==> config.mk <==
export PLATFORM = sky130hd
export DESIGN_NAME = skal_div
export DESIGN_NICKNAME = d
export VERILOG_FILES = /design/src/design/skal_pkg.sv /design/src/design/skal_div.sv
export SDC_FILE = /design/constraint.sdc
export NUM_CORES = 1
export LEC_CHECK = 0
export ABC_CLOCK_PERIOD_IN_PS = 5400
export BUFFER_PORTS_ARGS = -buffer_cell sky130_fd_sc_hd__buf_2
export CELL_PAD_IN_SITES_DETAIL_PLACEMENT = 2
export CELL_PAD_IN_SITES_GLOBAL_PLACEMENT = 2
export CORE_UTILIZATION = 25
export CTS_BUF_LIST = sky130_fd_sc_hd__clkbuf_4
export DETAILED_ROUTE_END_ITERATION = 6
export PLACE_DENSITY = 0.65
export SYNTH_ARGS = -nofsm -noshare
export SYNTH_HDL_FRONTEND = slang
export SYNTH_SLANG_ARGS = --single-unit
==> constraint.sdc <==
create_clock -name clk -period 5.4 [get_ports clk]
set_clock_uncertainty 0.05 [all_clocks]
set_input_delay 0.27 -clock clk [delete_from_list [all_inputs] [get_ports clk]]
set_output_delay 0.27 -clock clk [all_outputs]
set_load 0.01 [all_outputs]
==> src/design/skal_pkg.sv <==
// Shared types and constants for the three-axis scalar Kalman filter.
package skal_pkg;

  localparam int LANES = 3;
  localparam int SAMPLE_W = 16;
  localparam int EST_W = 24;
  localparam int NOISE_W = 16;
  localparam int CFG_IDX_W = 8;

  localparam logic [CFG_IDX_W-1:0] CFG_Q_NOISE = 8'd0;
  localparam logic [CFG_IDX_W-1:0] CFG_R_NOISE = 8'd1;

  localparam logic [NOISE_W-1:0] Q_NOISE_RST = 16'd66;
  localparam logic [NOISE_W-1:0] R_NOISE_RST = 16'd6554;

  typedef struct packed {
    logic signed [SAMPLE_W-1:0] accel_x;
    logic signed [SAMPLE_W-1:0] accel_y;
    logic signed [SAMPLE_W-1:0] accel_z;
  } in_item_t;

  typedef struct packed {
    logic signed [EST_W-1:0] filtered_x;
    logic signed [EST_W-1:0] filtered_y;
    logic signed [EST_W-1:0] filtered_z;
  } out_item_t;

  // Per-item strobes from the sequencer to every lane.
  typedef struct packed {
    logic mul;
    logic commit;
  } lane_ctl_t;

endpackage

==> src/design/skal_div.sv <==
// Restoring divider for the Kalman gain, one quotient bit per cycle.
module skal_div #(
  parameter int VAR_FRAC_BITS = 16
) (
  input  logic                     clk,
  input  logic                     rst_n,
  input  logic                     start,
  input  logic [VAR_FRAC_BITS+1:0] num,
  input  logic [VAR_FRAC_BITS+2:0] den,
  output logic                     done,
  output logic [VAR_FRAC_BITS:0]   quot
);
  import skal_pkg::*;

  localparam int VF = VAR_FRAC_BITS;
  localparam int CW = $clog2(VF + 1);

  logic [VF+3:0] rem_r;
  logic [VF+2:0] den_r;
  logic [VF:0]   quot_r;
  logic [CW-1:0] cnt_r;
  logic          active_r;
  logic          done_r;

  logic          ge;
  logic [VF+3:0] diff;

  // The numerator is num scaled by 2^VF; its low bits are all zero, so the
  // remainder just shifts in zeros. num never exceeds den here.
  always_comb begin
    ge   = (rem_r >= {1'b0, den_r});
    diff = ge ? (rem_r - {1'b0, den_r}) : rem_r;
  end

  always_ff @(posedge clk) begin
    if (!rst_n) begin
      active_r <= 1'b0;
      done_r   <= 1'b0;
      cnt_r    <= '0;
    end else begin
      done_r <= 1'b0;
      if (start) begin
        rem_r    <= {2'b00, num};
        den_r    <= den;
        cnt_r    <= '0;
        active_r <= 1'b1;
      end else if (active_r) begin
        rem_r  <= {diff[VF+2:0], 1'b0};
        quot_r <= {quot_r[VF-1:0], ge};
        cnt_r  <= cnt_r + 1'b1;
        if (cnt_r == CW'(VF)) begin
          active_r <= 1'b0;
          done_r   <= 1'b1;
        end
      end
    end
  end

  assign done = done_r;
  assign quot = quot_r;

endmodule

==> run metrics <==
status=complete, no violations; die width=121 um; Design Area, Final=4340 sq um; clk sinks=63; max incr delay on CP=0.59 ns; fraction of layout cells with a size suffix above 1=22.8%; worst skew pair latency=0.45 ns; RSZ-0062 raised after global routing=false; CTS H-tree depth=3; Worst R2R End=rem_r[5]; final period utilization=64.4%; Yosys warning count=0; Final Hold Fails=0; Resize count post-CTS=0; core area=13800 sq um; first drt pass iteration count=4; Power per Cell Area=300 nW/um^2; Synth Cell Area=3520 sq um; Post-DP Area=3980 sq um; post-detail-place hpwl=6990 um; Synth Register Bits=63; Layout Area Growth over Synthesis=23.1%; FP Rows=43; synthesized instance count=319; root buffer cell=clkbuf_4; final slew viol count=0; Final nets=457; top-count cell post-synth=edfxtp_1; Synth top area share=47.7%; # DRC=0; crit start category=flop; post-route ant nets=0; P_leak=1.71 nW; GPL Wtd Cong=0.750; Worst VDD drop=112 uV; Finished Core Util=31.4%; CTS clk-pin slew, worst paths=0.11 ns; Main synth FF type=edfxtp_1; worst rel slew slack=26.2%; worst-path fanout max=17; FILL cells=1538; Synth Area in Simple Gates=11.5%; Post-synth EDFFs=56; initial antenna violation count=2; r2r setup slk=1.92 ns; io pins=58; largest family of logic cells by synthesized area=compound AO/OA/AOI/OAI gates; wire per inst=16.2 um; Req. time, crit path=5.56 ns; crit path cell chain=inv_1, ha_1, fa_1, nand2b_1, a211oi_2, nor4_2, o31ai_4, buf_4, mux2_4, mux2_2; Hold Startpoint=num[0]; vias in the first global route=3006; largest net degree at the start of global routing=38; # Max-Cap Violations=0; post-layout min period=3.48 ns; Final setup viols=0; Buf/Inv on CP=2; mux cell area share after synthesis=3.80%; CP Capture Type=flop; Num CTS Buffers=9; Port Buffers=57; ranking of synthesized cells by area=edfxtp_1 48%, ha_1 7.5%, dfxtp_1 4.0%, a21oi_1 3.8%, inv_1 2.9%; Crit-path slowest cell=o31ai_4; gr usage total=14.2%; Synth Area in XOR/XNOR=4.47%; hold crit path type=primary input to flop; Peak Freq=287 MHz; number of distinct library cells after synthesis=50; first-pass GRT wire length=15600 um; synthesized area per cell=11.0 sq um; register area share after synthesis=51.7%; Hold EP=rem_r[0]; Initial Util=25.5%; cell taking the most area after synthesis=edfxtp_1; synth cell count leaders=56 x edfxtp_1, 27 x a21oi_1, 27 x inv_1, 23 x nor2_1, 21 x ha_1; DR iter-0 viols=89; setup tns final=0 ns; vias=2695; remaining global-route overflow=0; Hold Path Cell Cnt=2; Vias/cell=4.63; crit path DAT=3.64 ns; RR Startpoint=rem_r[0]; TritonCTS clock tree=built; die footprint=14600 sq um; family with the most delay on the worst path=compound AO/OA/AOI/OAI gates; Die H=121 um; Reg2Reg Depth=10; Routed WL=9410 um; Least-Margin Pin Slew=1.11 ns; Synth Area in Compound Gates=15.1%; Crit Path Class=flop to flop; maximum clock insertion buffer count=2; Synth Area in Adders=8.03%; Post-Synthesis Net Count=381; Async SR Flop Fraction=0%
cell usage in the layout (no fill, tap or decap), types with 8 or more instances in the layout:
cell type,instances
edfxtp_1,56
clkbuf_4,11
xor2_1,10
nor2_1,23
o21ai_0,12
ha_1,21
buf_2,57
inv_1,27
xnor2_1,8
nand2_1,19
a21oi_1,27
dlygate4sd3_1,20
registers in the layout, indices dropped and copies added, names as in the netlist:
| signal | flops |
|---|---|
| rem_r | 20 |
| den_r | 19 |
| quot | 17 |
| cnt_r | 5 |
| active_r | 1 |
| done | 1 |
per-stage QoR:
step	worst slack, ns	power [mW]	cells	hold WS (ns)
3_5_place_dp	1.89	0.936	544	0.385
6_report	1.92	1.30	582	0.0513
3_3_place_gp	2.07	0.921	544	0.378
5_1_grt	1.73	1.39	582	0.0182
4_1_cts	1.85	1.33	580	0.00682
2_1_floorplan	2.71	0.843	319	0.319
area by class of cell:
cell class,instances,area (sq um),share of cell area [%]
Antenna cell,2,5.00,0.115
Clock buffer,11,82.6,1.90
Tap cell,180,225,5.19
Clock inverter,5,73.8,1.70
Sequential cell,63,1820,42.0
Inverter,28,105,2.42
Timing Repair Buffer,79,500,11.5
Multi-Input combinational cell,214,1520,35.1
routing by layer:
layer  track usage, %  wire length (um)
met5                0                 0
met4             5.79               170
met3             3.54               334
met2             23.2              4640
met1             17.8              4270
cells by family after synthesis:
logic type | count (synthesis)
adders and majority gates | 22
muxes | 12
and+or+nand+nor | 80
xor gates and xnor gates | 18
buffers and inverters | 42
DFF | 63
AOI/OAI and AO/OA | 82
repair_timing:
item,4_1_cts,5_1_grt
hold buffers,20,0
buffers inserted,0,0
endpoints found under the hold margin,20,0
worst max path at each step:
stage	start	to	slack (ns)	cells past startpoint
2_1_floorplan	rem_r[0]	rem_r[5]	2.71	10
3_3_place_gp	rem_r[0]	rem_r[5]	2.07	10
3_5_place_dp	rem_r[0]	rem_r[5]	1.89	10
4_1_cts	rem_r[0]	rem_r[5]	1.85	10
5_1_grt	rem_r[0]	rem_r[5]	1.73	10
6_report	rem_r[0]	rem_r[5]	1.92	10
power by group:
group	internal, mW	switching [mW]
Combinational	0.146	0.199
Clock	0.195	0.177
Sequential	0.570	0.0156
Total	0.911	0.392
worst register-to-register path, delay by kind of cell (launching register included):
family | cells | cell delay (ns)
compound gates | 2 | 0.82
fa+ha+maj | 2 | 0.65
buf+inv | 2 | 0.43
flops | 1 | 0.37
mux | 2 | 0.60
simple gates | 2 | 0.30
Power figures use the tool's default switching activity.
