`config.mk`:
```
export PLATFORM = sky130hd
export DESIGN_NAME = skal_lane
export DESIGN_NICKNAME = d
export VERILOG_FILES = /design/src/design/skal_pkg.sv /design/src/design/skal_lane.sv
export SDC_FILE = /design/constraint.sdc
export NUM_CORES = 1
export LEC_CHECK = 0
export ABC_AREA = 1
export BUFFER_PORTS_ARGS = -buffer_cell sky130_fd_sc_hd__buf_2
export CAP_MARGIN = 10
export CORE_MARGIN = 8
export CORE_UTILIZATION = 45
export CTS_BUF_LIST = sky130_fd_sc_hd__clkbuf_2
export CTS_CLUSTER_DIAMETER = 200
export DETAILED_ROUTE_END_ITERATION = 6
export PLACE_DENSITY_LB_ADDON = 0.25
export SYNTH_ARGS = -nofsm -noshare
export SYNTH_HDL_FRONTEND = slang
export SYNTH_SLANG_ARGS = --single-unit
```
`constraint.sdc`:
```
create_clock -name clk -period 23.9 [get_ports clk]
set_input_delay 4.78 -clock clk [delete_from_list [all_inputs] [get_ports clk]]
set_output_delay 4.78 -clock clk [all_outputs]
set_load 0.05 [all_outputs]
```
`src/design/skal_pkg.sv`:
```
// Shared types and constants for the three-axis scalar Kalman filter.
package skal_pkg;

  localparam int LANES = 3;
  localparam int SAMPLE_W = 16;
  localparam int EST_W = 24;
  localparam int NOISE_W = 16;
  localparam int CFG_IDX_W = 8;

  localparam logic [CFG_IDX_W-1:0] CFG_Q_NOISE = 8'd0;
  localparam logic [CFG_IDX_W-1:0] CFG_R_NOISE = 8'd1;

  localparam logic [NOISE_W-1:0] Q_NOISE_RST = 16'd66;
  localparam logic [NOISE_W-1:0] R_NOISE_RST = 16'd6554;

  typedef struct packed {
    logic signed [SAMPLE_W-1:0] accel_x;
    logic signed [SAMPLE_W-1:0] accel_y;
    logic signed [SAMPLE_W-1:0] accel_z;
  } in_item_t;

  typedef struct packed {
    logic signed [EST_W-1:0] filtered_x;
    logic signed [EST_W-1:0] filtered_y;
    logic signed [EST_W-1:0] filtered_z;
  } out_item_t;

  // Per-item strobes from the sequencer to every lane.
  typedef struct packed {
    logic mul;
    logic commit;
  } lane_ctl_t;

endpackage

```
`src/design/skal_lane.sv`:
```
// One axis of the filter: innovation times gain, rounding, saturation.
module skal_lane #(
  parameter int EST_FRAC_BITS = 8,
  parameter int VAR_FRAC_BITS = 16
) (
  input  logic                               clk,
  input  logic                               rst_n,
  input  skal_pkg::lane_ctl_t                ctl,
  input  logic signed [skal_pkg::SAMPLE_W-1:0] sample,
  input  logic [VAR_FRAC_BITS:0]             gain,
  output logic signed [skal_pkg::EST_W-1:0]  est_nxt
);
  import skal_pkg::*;

  localparam int VF = VAR_FRAC_BITS;
  localparam int MW = (SAMPLE_W + EST_FRAC_BITS > EST_W) ? SAMPLE_W + EST_FRAC_BITS : EST_W;
  localparam int DW = MW + 1;
  localparam int PW = DW + VF + 1;
  localparam logic signed [PW:0] SAT_HI = (PW+1)'(8388607);
  localparam logic signed [PW:0] SAT_LO = (PW+1)'(-8388608);

  logic signed [EST_W-1:0] est_r;
  logic signed [PW-1:0]    prod_r;

  logic signed [DW-1:0] meas;
  logic signed [DW-1:0] innov;
  logic signed [PW-1:0] prod;
  logic                 neg;
  logic [PW-1:0]        mag;
  logic [PW-1:0]        corr;
  logic signed [PW:0]   sum;

  always_comb begin
    meas  = DW'(sample) <<< EST_FRAC_BITS;
    innov = meas - DW'(est_r);
    prod  = $signed({1'b0, gain}) * innov;
    // Round the magnitude so that ties go away from zero.
    neg   = prod_r[PW-1];
    mag   = neg ? (PW)'(-prod_r) : prod_r;
    corr  = (mag + (PW)'(1 << (VF - 1))) >> VF;
    sum   = neg ? ((PW+1)'(est_r) - $signed({1'b0, corr}))
                : ((PW+1)'(est_r) + $signed({1'b0, corr}));
    if (sum > SAT_HI) begin
      est_nxt = SAT_HI[EST_W-1:0];
    end else if (sum < SAT_LO) begin
      est_nxt = SAT_LO[EST_W-1:0];
    end else begin
      est_nxt = sum[EST_W-1:0];
    end
  end

  always_ff @(posedge clk) begin
    if (!rst_n) begin
      est_r <= '0;
    end else if (ctl.commit) begin
      est_r <= est_nxt;
    end
  end

  always_ff @(posedge clk) begin
    if (ctl.mul) begin
      prod_r <= prod;
    end
  end

endmodule

```
==> qor.yml <==
synthesis:
  yosysTopAreaCell: "fa_1"
  ys_warn_count: 0
  ys_ff_latch: 66
  ys_types: 53
  synth_area_leaders: "fa_1, inv_1, nand2_1"
  yosys.area_share.simple: 0.241
  synth_edf_count: 42
  netlist.area_leader.share: 0.370
  synth_xor_area_frac: 0.0412
  ys_seq_area_frac: 0.0781
  synth.avg_cell_area_um2: 7.60
  syn_nets: 3530
  synth-compound-area-share: 0.0532
  netlist_area_um2: 22300
  synthAdderAreaFrac: 0.452
  synth_top_family_by_area: "adder cells"
  synth_mux_area_frac: 0
  synth_ff_type: "edfxtp_1"
  syn_inst: 2934
  async_reset_ff_frac: 0
routing:
  num_vias: 18500
  wl_met3_mm: 3.22
  ant_nets: 0
  drc: 0
  via_per_inst: 5.13
  routed-wl-met2_mm: 30.5
  first_pass_iters: 5
  routedWlPerCell_um: 17.5
  wl_met1_mm: 28.5
  postRouteWirelength_mm: 63.2
  top_layer: "met4"
  initialDrtViolationCount: 1293
sta:
  finalClockSkew_ps: 31.6
  fin_setup_tns_ps: 0
  slew_violations: 0
  setup_violations: 0
  clock.fmax_mhz: 75.3
  hold_violations: 0
  fin_crit_ps: 13280
  finalCritPeriodShare: 0.555
  tightest_slew_ps: 1080
  relSlewSlack: 0.277
  rsz0062_at_grt: "no"
worst_setup_path:
  path_buf_inv: 6
  worstPathMaxFanout: 12
  arrival_ps: 13570
  crit_top_cell: "fa_1"
  cp_slowest_cell: "nor2_1"
  required_ps: 24190
  critPathCaptureType: "flip-flop"
  critPathTopFamily: "adder cells"
  startpoint: "sample[2]"
  r2r-start: "est_r[0]"
  critPathMaxStageDelay_ps: 830
  path_class: "in2reg"
  cp-start-kind: "input pin"
grt:
  grt_antenna_before_repair: 3
  grt_pass1_wl_mm: 102
  track_usage: 0.225
  grt_max_degree: 62
  grt_pass1_vias: 19000
  globalRoute.totalOverflow: 0
floorplanning:
  die_y_um: 239
  dieArea_um2: 56900
  die_x_um: 239
  start_util: 0.455
  rows: 81
  ios: 61
  fp.coreArea_um2: 49000
clock_tree:
  cts_tree: "yes"
  hold_buffers: 0
  cts_made_buffers: 9
  post-cts-setup-buffer-count: 0
  clkTransAtPathRegs_ps: 180
  clock_latency_ps: 530
  cts-root-buf: "clkbuf_2"
  clock_path_buffers: 2
  cts_htree_levels: 3
  cts_sinks: 66
  ctsResizeCount: 0
place:
  hpwlAfterDp_mm: 53.2
  io_buffers: 60
  place_congestion: 0.915
finish:
  mostFrequentLayoutCells: "inv_1, nand2_1, fa_1"
  layout_commonest_cell: "inv_1"
  nets: 3527
  nFillCells: 4872
  drive_gt1_frac: 0.0746
  utilization: 0.474
  areaGrowthSynthToFinish_pct: 4.11
hold_path:
  worstHoldStart: "est_r[2]"
  min_path_type: "reg2reg"
run_status:
  status: "completed"
run:
  cap_violations: 0
[worst register-to-register path, delay by kind of cell (launching register included)]
kind                     cells  cell delay (ps)
buffers and inverters        7              940
AO/OA/AOI/OAI               14             2720
adder cells (fa/ha/maj)      8             3490
AND/OR/NAND/NOR              9             1770
XOR/XNOR                     1              160
flip-flops                   1              330
[path summary, 6_finish.rpt]
check | end | slack, ps | cells after the start
max | prod_r[40] | 10620 | 38
min | est_r[2] | 640 | 4
max reg2reg | prod_r[40] | 14290 | 39
min reg2reg | est_r[2] | 640 | 4
[cells in the mapped netlist (5+ instances only)]
cell and number:
nand3_1 92, ha_1 147, nand4_1 24, nor3_1 10, o21ai_1 8, edfxtp_1 42
buf_2 8, dfxtp_1 24, inv_2 6, nand3b_1 6, inv_1 688, or2_2 23
a21oi_1 112, xor2_1 56, buf_4 5, nor2_4 11, nand2_1 673, nand2_4 10
o211ai_1 5, o31ai_1 8, a31oi_1 10, clkinv_1 6, clkbuf_1 59, nor2_1 274
xnor2_1 47, nand3_2 24, nor2_2 18, o21ai_0 47, nand2_2 35, fa_1 412
a21o_1 6
[routing by layer]
layer,vias to the layer above,track usage
met3,57,0.0209
met1,9192,0.309
met5,-,0
met2,501,0.386
li1,8716,-
met4,0,0.0411
[state kept, by name (all words and copies together) (netlist names)]
signal / flops
prod_r: 42
est_r: 24
[through the flow]
stage          setup slack [ps]  area [µm²]  cells  hold WS, ps
4_1_cts                   10740       23200   3600          635
3_3_place_gp              10310       23100   3584          606
3_5_place_dp              10160       23100   3584          611
5_1_grt                   10080       23200   3601          685
2_1_floorplan             11620       22300   2934          535
6_report                  10620       23200   3602          640
[kinds of logic (layout without fill, tap and decap cells)]
group,after synthesis,in the layout
flip-flops,66,66
buffers and inverters,779,781
AND/OR/NAND/NOR,1212,1212
XOR/XNOR,104,104
adder cells (fa/ha/maj),559,559
AO/OA/AOI/OAI,214,214
other,0,2
[area by class of cell]
| cell class | count | area (µm²) | share of cell area |
|---|---|---|---|
| clock buffers | 11 | 55.1 | 0.00237 |
| diodes | 2 | 5.00 | 0.000216 |
| flip-flops and latches | 66 | 1740 | 0.0750 |
| multi-input cells | 2089 | 17600 | 0.757 |
| inverters | 700 | 2630 | 0.113 |
| repair buffers | 65 | 338 | 0.0146 |
| well taps | 664 | 831 | 0.0358 |
| clock inverters | 5 | 47.5 | 0.00205 |
Power is not shown: default switching activity piles up to over one toggle a cycle in this logic, so the estimate is an artifact.
